**src/hdl/shah_pkg.sv**
```systemverilog
// ----------------------------------------------------------------------------
// SHA-256 hasher package
// Beat types, hash constants and the round-constant table.
// ----------------------------------------------------------------------------
`default_nettype none

package shah_pkg;

    // Input beat: one message byte plus flags
    typedef struct packed {
        logic [7:0] data_byte;
        logic       has_byte;
        logic       end_of_message;
    } t_in_beat;

    // Output beat: one digest word
    typedef struct packed {
        logic [31:0] digest_word;
        logic [2:0]  word_index;
        logic        last_word;
    } t_out_beat;

    // Chaining value, word 0 in the top slice
    typedef logic [7:0][31:0] t_chain;

    // Commands from the byte sequencer to the compression core
    typedef struct packed {
        logic start;
        logic init;
    } t_core_cmd;

    localparam int  BLOCK_BYTES = 64;
    localparam int  BLOCK_BITS  = 8 * BLOCK_BYTES;
    localparam int  ROUNDS      = 64;
    localparam int  COUNT_W     = 61;
    localparam int  LEN_W       = 64;

    localparam logic [5:0] LEN_POS   = 6'd56;
    localparam logic [5:0] LAST_POS  = 6'd63;
    localparam logic [7:0] PAD_MARK  = 8'h80;
    localparam logic [2:0] LAST_WORD = 3'd7;

    localparam t_chain INIT_VALUE = {
        32'h6a09e667, 32'hbb67ae85, 32'h3c6ef372, 32'ha54ff53a,
        32'h510e527f, 32'h9b05688c, 32'h1f83d9ab, 32'h5be0cd19
    };

    localparam logic [31:0] ROUND_K [0:ROUNDS-1] = '{
        32'h428a2f98, 32'h71374491, 32'hb5c0fbcf, 32'he9b5dba5,
        32'h3956c25b, 32'h59f111f1, 32'h923f82a4, 32'hab1c5ed5,
        32'hd807aa98, 32'h12835b01, 32'h243185be, 32'h550c7dc3,
        32'h72be5d74, 32'h80deb1fe, 32'h9bdc06a7, 32'hc19bf174,
        32'he49b69c1, 32'hefbe4786, 32'h0fc19dc6, 32'h240ca1cc,
        32'h2de92c6f, 32'h4a7484aa, 32'h5cb0a9dc, 32'h76f988da,
        32'h983e5152, 32'ha831c66d, 32'hb00327c8, 32'hbf597fc7,
        32'hc6e00bf3, 32'hd5a79147, 32'h06ca6351, 32'h14292967,
        32'h27b70a85, 32'h2e1b2138, 32'h4d2c6dfc, 32'h53380d13,
        32'h650a7354, 32'h766a0abb, 32'h81c2c92e, 32'h92722c85,
        32'ha2bfe8a1, 32'ha81a664b, 32'hc24b8b70, 32'hc76c51a3,
        32'hd192e819, 32'hd6990624, 32'hf40e3585, 32'h106aa070,
        32'h19a4c116, 32'h1e376c08, 32'h2748774c, 32'h34b0bcb5,
        32'h391c0cb3, 32'h4ed8aa4a, 32'h5b9cca4f, 32'h682e6ff3,
        32'h748f82ee, 32'h78a5636f, 32'h84c87814, 32'h8cc70208,
        32'h90befffa, 32'ha4506ceb, 32'hbef9a3f7, 32'hc67178f2
    };

endpackage

`default_nettype wire

```
**src/hdl/shah_chan.sv**
```systemverilog
// ----------------------------------------------------------------------------
// SHA-256 hasher stream channel
// Valid/ready channel carrying one typed payload per beat.
// ----------------------------------------------------------------------------
`default_nettype none

interface shah_chan #(
    parameter type T = logic
);
    logic valid;
    logic ready;
    T     payload;

    modport source (output valid, output payload, input ready);
    modport sink   (input valid, input payload, output ready);
endinterface

`default_nettype wire

```
**src/hdl/shah_core.sv**
```systemverilog
// ----------------------------------------------------------------------------
// SHA-256 compression core
// One round per cycle over a 16-word schedule window, then a fold into the
// chaining value.
// ----------------------------------------------------------------------------
`default_nettype none

module shah_core (
    input  wire                       i_clk,
    input  wire                       i_rst_n,
    input  wire shah_pkg::t_core_cmd  i_cmd,
    input  wire [shah_pkg::BLOCK_BITS-1:0] i_block,
    output logic                      o_done,
    output shah_pkg::t_chain          o_chain
);

    function automatic logic [31:0] rotr(input logic [31:0] x, input int n);
        rotr = (x >> n) | (x << (32 - n));
    endfunction

    logic [31:0]     r_win [16];
    logic [31:0]     r_v   [8];
    shah_pkg::t_chain r_chain;
    logic [5:0]      r_round;
    logic            r_run;
    logic            r_fold;
    logic            r_done;

    logic [31:0] w_new, s0, s1, big0, big1, choose, major, t1, t2;

    // Extend the schedule and evaluate one round
    always_comb begin
        s0     = rotr(r_win[1], 7) ^ rotr(r_win[1], 18) ^ (r_win[1] >> 3);
        s1     = rotr(r_win[14], 17) ^ rotr(r_win[14], 19) ^ (r_win[14] >> 10);
        w_new  = r_win[0] + s0 + r_win[9] + s1;
        big1   = rotr(r_v[4], 6) ^ rotr(r_v[4], 11) ^ rotr(r_v[4], 25);
        choose = (r_v[4] & r_v[5]) ^ (~r_v[4] & r_v[6]);
        t1     = r_v[7] + big1 + choose + shah_pkg::ROUND_K[r_round] + r_win[0];
        big0   = rotr(r_v[0], 2) ^ rotr(r_v[0], 13) ^ rotr(r_v[0], 22);
        major  = (r_v[0] & r_v[1]) ^ (r_v[0] & r_v[2]) ^ (r_v[1] & r_v[2]);
        t2     = big0 + major;
    end

    // Sequence load, rounds and fold
    always_ff @(posedge i_clk) begin
        if (!i_rst_n) begin
            r_chain <= shah_pkg::INIT_VALUE;
            r_run   <= 1'b0;
            r_fold  <= 1'b0;
            r_done  <= 1'b0;
            r_round <= '0;
        end else begin
            r_done <= 1'b0;
            if (i_cmd.init) begin
                r_chain <= shah_pkg::INIT_VALUE;
            end
            if (i_cmd.start) begin
                for (int i = 0; i < 16; i++) begin
                    r_win[i] <= i_block[shah_pkg::BLOCK_BITS-1-32*i -: 32];
                end
                for (int i = 0; i < 8; i++) begin
                    r_v[i] <= r_chain[7-i];
                end
                r_round <= '0;
                r_run   <= 1'b1;
            end else if (r_run) begin
                for (int i = 0; i < 15; i++) begin
                    r_win[i] <= r_win[i+1];
                end
                r_win[15] <= w_new;
                r_v[7] <= r_v[6];
                r_v[6] <= r_v[5];
                r_v[5] <= r_v[4];
                r_v[4] <= r_v[3] + t1;
                r_v[3] <= r_v[2];
                r_v[2] <= r_v[1];
                r_v[1] <= r_v[0];
                r_v[0] <= t1 + t2;
                r_round <= r_round + 6'd1;
                if (r_round == shah_pkg::LAST_POS) begin
                    r_run  <= 1'b0;
                    r_fold <= 1'b1;
                end
            end else if (r_fold) begin
                // Fold the working variables into the chaining value
                for (int i = 0; i < 8; i++) begin
                    r_chain[7-i] <= r_chain[7-i] + r_v[i];
                end
                r_fold <= 1'b0;
                r_done <= 1'b1;
            end
        end
    end

    assign o_done  = r_done;
    assign o_chain = r_chain;

endmodule

`default_nettype wire

```
**src/hdl/sha256_message_hasher.sv**
```systemverilog
// ----------------------------------------------------------------------------
// SHA-256 message hasher
// Byte-wide message in, eight 32-bit digest words out.
// ----------------------------------------------------------------------------
// The hasher takes one message byte per beat while it gathers a block, and
// drops ready while a block is compressed. Compression runs one round per
// cycle in a single shared round unit, so input is held off while each
// 64-byte block is compressed. A beat with the end flag starts padding:
// the pad mark, zeros and the 64-bit bit length are shifted into the block
// one byte per cycle, followed by one or two compressions, then eight
// digest beats go out from a registered output stage. The hasher takes the
// next message's bytes while the last digest word still waits to be taken.
// ----------------------------------------------------------------------------
`default_nettype none

module sha256_message_hasher (
    input  wire     i_clk,
    input  wire     i_rst_n,
    shah_chan.sink   i_msg,
    shah_chan.source o_dig
);

    typedef enum logic [1:0] {S_FILL, S_COMP, S_PAD, S_OUT} t_state;

    t_state                           r_state;
    logic [shah_pkg::BLOCK_BITS-1:0]  r_block;
    logic [5:0]                       r_fill;
    logic [shah_pkg::COUNT_W-1:0]     r_count;
    logic [shah_pkg::LEN_W-1:0]       r_len_sh;
    logic                             r_padding;
    logic                             r_pad_first;
    logic                             r_len_here;
    logic                             r_end_pending;
    logic [2:0]                       r_oidx;
    shah_pkg::t_core_cmd              r_cmd;
    logic                             r_out_valid;
    shah_pkg::t_out_beat              r_out;

    logic             core_done;
    shah_pkg::t_chain core_chain;
    logic [7:0]       pad_byte;
    shah_pkg::t_in_beat in_beat;

    shah_core u_core (
        .i_clk   (i_clk),
        .i_rst_n (i_rst_n),
        .i_cmd   (r_cmd),
        .i_block (r_block),
        .o_done  (core_done),
        .o_chain (core_chain)
    );

    assign in_beat     = i_msg.payload;
    assign i_msg.ready = (r_state == S_FILL);
    assign o_dig.valid   = r_out_valid;
    assign o_dig.payload = r_out;

    // Pick the next padding byte: mark, zero or length
    always_comb begin
        if (r_pad_first) begin
            pad_byte = shah_pkg::PAD_MARK;
        end else if (r_len_here && (r_fill >= shah_pkg::LEN_POS)) begin
            pad_byte = r_len_sh[shah_pkg::LEN_W-1 -: 8];
        end else begin
            pad_byte = 8'h00;
        end
    end

    // Sequence gathering, padding, compression and digest beats
    always_ff @(posedge i_clk) begin
        if (!i_rst_n) begin
            r_state       <= S_FILL;
            r_fill        <= '0;
            r_count       <= '0;
            r_padding     <= 1'b0;
            r_pad_first   <= 1'b0;
            r_len_here    <= 1'b0;
            r_end_pending <= 1'b0;
            r_oidx        <= '0;
            r_cmd         <= '0;
            r_out_valid   <= 1'b0;
        end else begin
            r_cmd <= '0;
            if (o_dig.ready) begin
                r_out_valid <= 1'b0;
            end
            case (r_state)
                S_FILL: begin
                    if (i_msg.valid) begin
                        if (in_beat.has_byte) begin
                            r_block <= {r_block[shah_pkg::BLOCK_BITS-9:0], in_beat.data_byte};
                            r_fill  <= r_fill + 6'd1;
                            r_count <= r_count + (shah_pkg::COUNT_W)'(1);
                        end
                        if (in_beat.has_byte && (r_fill == shah_pkg::LAST_POS)) begin
                            // Block full: compress before any padding
                            r_cmd.start   <= 1'b1;
                            r_end_pending <= in_beat.end_of_message;
                            r_state       <= S_COMP;
                        end else if (in_beat.end_of_message) begin
                            r_padding   <= 1'b1;
                            r_pad_first <= 1'b1;
                            r_state     <= S_PAD;
                        end
                    end
                end
                S_COMP: begin
                    if (core_done) begin
                        if (r_padding) begin
                            if (r_len_here) begin
                                r_padding <= 1'b0;
                                r_state   <= S_OUT;
                            end else begin
                                // Length goes into a second pad block
                                r_len_here <= 1'b1;
                                r_state    <= S_PAD;
                            end
                        end else if (r_end_pending) begin
                            r_end_pending <= 1'b0;
                            r_padding     <= 1'b1;
                            r_pad_first   <= 1'b1;
                            r_state       <= S_PAD;
                        end else begin
                            r_state <= S_FILL;
                        end
                    end
                end
                S_PAD: begin
                    r_block <= {r_block[shah_pkg::BLOCK_BITS-9:0], pad_byte};
                    r_fill  <= r_fill + 6'd1;
                    if (r_pad_first) begin
                        // Capture bit length and restart the byte count
                        r_pad_first <= 1'b0;
                        r_len_here  <= (r_fill < shah_pkg::LEN_POS);
                        r_len_sh    <= {r_count, 3'b000};
                        r_count     <= '0;
                    end else if (r_len_here && (r_fill >= shah_pkg::LEN_POS)) begin
                        r_len_sh <= {r_len_sh[shah_pkg::LEN_W-9:0], 8'h00};
                    end
                    if (r_fill == shah_pkg::LAST_POS) begin
                        r_cmd.start <= 1'b1;
                        r_state     <= S_COMP;
                    end
                end
                S_OUT: begin
                    if (!r_out_valid || o_dig.ready) begin
                        r_out.digest_word <= core_chain[3'd7 - r_oidx];
                        r_out.word_index  <= r_oidx;
                        r_out.last_word   <= (r_oidx == shah_pkg::LAST_WORD);
                        r_out_valid       <= 1'b1;
                        r_oidx            <= r_oidx + 3'd1;
                        if (r_oidx == shah_pkg::LAST_WORD) begin
                            r_cmd.init <= 1'b1;
                            r_state    <= S_FILL;
                        end
                    end
                end
                default: begin
                    r_state <= S_FILL;
                end
            endcase
        end
    end

endmodule

`default_nettype wire
```
**src/flat_wrapper.sv**
```systemverilog
// flat-port wrapper written by rule: the top's interface ports become plain ports
module sha256_message_hasher_flat 
  (i_clk, i_rst_n, i_msg_valid, i_msg_payload, i_msg_ready, o_dig_valid, o_dig_payload, o_dig_ready);
  shah_chan i_msg_i ();
  shah_chan o_dig_i ();
  input  wire i_clk;
  input  wire i_rst_n;
  input wire logic [$bits(i_msg_i.valid)-1:0] i_msg_valid;
  input wire logic [$bits(i_msg_i.payload)-1:0] i_msg_payload;
  output wire logic [$bits(i_msg_i.ready)-1:0] i_msg_ready;
  output wire logic [$bits(o_dig_i.valid)-1:0] o_dig_valid;
  output wire logic [$bits(o_dig_i.payload)-1:0] o_dig_payload;
  input wire logic [$bits(o_dig_i.ready)-1:0] o_dig_ready;
  assign i_msg_i.valid = i_msg_valid;
  assign i_msg_i.payload = i_msg_payload;
  assign i_msg_ready = i_msg_i.ready;
  assign o_dig_valid = o_dig_i.valid;
  assign o_dig_payload = o_dig_i.payload;
  assign o_dig_i.ready = o_dig_ready;
  sha256_message_hasher u_core (.i_clk(i_clk), .i_rst_n(i_rst_n), .i_msg(i_msg_i), .o_dig(o_dig_i));
endmodule
```
**config.mk**
```make
export PLATFORM = sky130hd
export DESIGN_NAME = sha256_message_hasher_flat
export DESIGN_NICKNAME = d
export VERILOG_FILES = /design/src/hdl/shah_pkg.sv /design/src/hdl/shah_chan.sv /design/src/hdl/shah_core.sv /design/src/hdl/sha256_message_hasher.sv /design/src/flat_wrapper.sv
export SDC_FILE = /design/constraint.sdc
export NUM_CORES = 1
export LEC_CHECK = 0
export BUFFER_PORTS_ARGS = -buffer_cell sky130_fd_sc_hd__buf_2
export CAP_MARGIN = 20
export CORE_MARGIN = 1
export CORE_UTILIZATION = 45
export DETAILED_ROUTE_END_ITERATION = 10
export GPL_TIMING_DRIVEN = 0
export PLACE_DENSITY = 0.7
export SETUP_SLACK_MARGIN = 0.15
export SLEW_MARGIN = 5
export SYNTH_ARGS = -nofsm -noshare
export SYNTH_HDL_FRONTEND = slang
export SYNTH_SLANG_ARGS = --single-unit
```
**constraint.sdc**
```tcl
create_clock -name i_clk -period 1.5 [get_ports i_clk]
set_input_delay 0.075 -clock i_clk [delete_from_list [all_inputs] [get_ports i_clk]]
set_output_delay 0.075 -clock i_clk [all_outputs]
set_load 0.005 [all_outputs]
```
==> flow_metrics.py <==
metrics = {
    "worst_setup_path": {
        "critPathMaxFanout": 3,
        "crit_path_end_kind": "flip-flop",
        "worstSetupStartpoint": "u_core.r_fill[0]$_SDFFE_PN0N_",
        "startpoint_type": "flip-flop",
        "worst_ep_arrival_time_ps": 1500,
        "worstSetupPathType": "reg -> reg",
        "crit_required_ps": 1730,
        "worstReg2RegStart": "u_core.r_fill[0]$_SDFFE_PN0N_",
    },
    "synth": {
        "yosysWarningCount": 0,
        "yosysSeqAreaShare_pct": 46.0,
        "syn_area_um2": 1150,
        "synthArstFlopShare_pct": 0,
        "synth_ff_type": "dfxtp_1",
        "synth_commonest_cells": "dfxtp_1, nand2_1, nor2_1, and2_1, nor2b_1",
        "synthTopCellsByArea": "dfxtp_1, ha_1, nand2_1",
        "ys_seq_elements": 26,
        "avgSynthCellArea_um2": 9.52,
        "synth_cell_types": 36,
        "yosysTopAreaCell": "dfxtp_1",
        "syn_nets": 130,
        "synth-edff-count": 1,
        "synth_top_area_share_pct": 43.4,
        "synth_most_common_cell": "dfxtp_1",
        "synth_cells": 121,
    },
    "floorplanning": {
        "die_x_um": 52.6,
        "die_h_um": 52.6,
        "rows": 17,
        "io_pins": 8,
        "die_area_um2": 2770,
        "start_util_pct": 49.7,
        "core_area_um2": 2320,
    },
    "min_path": {
        "hp-start": "o_dig_ready",
        "min_path_type": "in -> reg",
    },
    "sta": {
        "max_slew_margin_pct": 72.2,
        "setup_viol": 0,
        "clock-skew-final_ps": 13.6,
        "fmax_mhz": 787,
        "hold_viol": 0,
        "fin_crit_ps": 1270,
        "tns_ps": 0,
        "rsz0062_at_grt": "yes",
        "worst_pin_slew_ps": 417,
        "post-route-period-util_pct": 84.8,
        "timing.final.max_slew_violations": 0,
    },
    "global_route": {
        "grt_pass1_vias": 804,
        "antenna_found_initial": 0,
        "track_usage_pct": 16.3,
        "overflow": 0,
        "grt_max_degree": 16,
        "grt_first_pass_wirelength_um": 3230,
    },
    "pwr": {
        "switching_share_pct": 21.2,
        "vdd_drop_max_v": 0.000570,
        "pwr-share-seq_pct": 56.0,
        "p_switching_mw": 0.275,
        "pwr_density_cell_nw_per_um2": 1000,
        "pwr-share-comb_pct": 6.9,
        "power_mw": 1.29,
        "intPower_mw": 1.02,
        "p_leak_nw": 0.566,
        "clkPwrFrac_pct": 37.1,
    },
    "placed_design": {
        "placedInstanceArea_um2": 1220,
        "dp_hpwl_um": 1480,
        "port_buffers": 6,
        "gp_congestion": 0.795,
    },
    "clock_tree": {
        "cts-root-buf": "clkbuf_4",
        "cts_setup_buffers": 0,
        "worst_setup_hold_path_clk_slew_ps": 150,
        "clkLatencyLatePin_ps": 320,
        "cts_tree": "done",
        "cts_buffers": 3,
        "cts_sinks": 26,
        "cts.path.max_buffers": 2,
        "htree_num_levels": 1,
    },
    "drt": {
        "postRouteAntennaNets": 0,
        "routed_wl_um": 2050,
        "vias": 849,
        "dr.pass1.iters": 4,
        "drtIter0Drc": 8,
        "vias_per_cell": 5.34,
        "avgRoutedWirePerCell_um": 12.9,
        "drc": 0,
    },
    "cells_and_area": {
        "drive_gt1_share_pct": 19.8,
        "nets": 141,
        "stdcell_area_um2": 1290,
        "area_growth_pct": 11.9,
        "n_antenna_cell": 0,
    },
    "outcome": {
        "outcome": "complete, no violations",
    },
    "flow_run": {
        "maxCapViolCount": 0,
    },
}
==> area by class of cell <==
class / count / area, um^2
flip-flops and latches: 26 / 537
inverters: 2 / 7.51
repair buffers: 6 / 30.0
plain buffers: 5 / 31.3
fillers: 211 / 1030
multi-input cells: 88 / 597
well taps: 28 / 35.0
clock buffers: 3 / 22.5
clock inverters: 1 / 30.0
==> registers in the layout (all words and copies together) (netlist names) <==
register               cells
u_core.r_state             2
u_core.u_core.r_fold       1
u_core.r_cmd               1
u_core.r_oidx              3
u_core.u_core.o_done       1
u_core.o_dig.payload       1
u_core.u_core.r_run        1
u_core.r_pad_first         1
u_core.r_padding           1
u_core.u_core.r_round      6
u_core.o_dig.valid         1
u_core.r_fill              6
u_core.r_len_here          1
==> what timing repair did <==
action	4_1_cts	5_1_grt
setup endpoints to repair	2	4
hold buffers	0	0
resized for setup	2	8
==> layout by cell type, fill, tap and decap left out, types with 2 or more instances in the layout <==
master / count
and3_1: 3
nand2_1: 12
a21boi_0: 2
dfxtp_2: 5
dfxtp_1: 20
inv_1: 2
clkbuf_4: 3
buf_2: 7
o211a_1: 3
nor2b_1: 6
a21oi_1: 4
xnor2_1: 5
mux2i_1: 3
nand4_1: 2
a31oi_1: 2
o21ai_0: 2
nor2_1: 9
and2_1: 7
nand3_1: 5
ha_1: 3
clkbuf_1: 2
xor2_1: 5
==> power by group through the flow <==
stage	clock, mW	sequential, mW	combinational (mW)
after floorplan	0	0.735	0.0626
after global placement	0	0.738	0.0828
after detailed placement	0	0.738	0.0861
after CTS	0.494	0.724	0.0867
after global routing	0.514	0.726	0.0997
final	0.480	0.724	0.0896
==> kinds of logic (layout without fill, tap and decap cells) <==
logic type / Yosys count / count (layout) / synth area share (%)
xor+xnor: 10 / 10 / 7.60
simple gates: 53 / 53 / 24.9
fa+ha+maj: 4 / 4 / 4.34
compound gates: 18 / 18 / 11.2
mux: 3 / 3 / 2.61
buf+inv: 7 / 17 / 3.37
flops: 26 / 26 / 46.0
==> path summary, 6_finish.rpt <==
kind | slack (ps) | cells past startpoint | end
min reg2reg | 490 | 1 | u_core.u_core.o_done$_SDFF_PP0_
max | 230 | 5 | u_core.r_state[0]$_SDFFE_PN0P_
min | 100 | 4 | u_core.o_dig.valid$_SDFF_PN0_
max reg2reg | 230 | 5 | u_core.r_state[0]$_SDFFE_PN0P_
==> worst max-delay path, stage by stage, from the launching register on <==
cell	delay, ps
dfxtp_2	360
ha_2	190
and4_4	200
and3_1	180
o31ai_2	180
a31oi_1	60
==> per-layer routing <==
metal  global-route usage, %  vias to the layer above  part of all wire (%)  wire [um]
li1                        -                      438                     -          -
met1                    19.8                      399                    48        989
met2                    26.8                       10                    48        991
met3                    2.61                        2                   2.3         47
met4                    9.21                        0                  0.83         17
met5                       0                        -                     0          0
==> through the flow <==
stage / util [%] / hold WS, ps / std cells / setup WS, ps
after detailed placement: 52.5 / 438 / 155 / 117
after floorplan: - / 321 / 121 / 254
after CTS: 54.8 / 70.8 / 159 / 151
after global routing: 55.6 / 119 / 159 / 160
final: 55.6 / 104 / 159 / 229
after global placement: 52.5 / 416 / 155 / 153
Note: power is estimated with default switching activity, not from simulation.
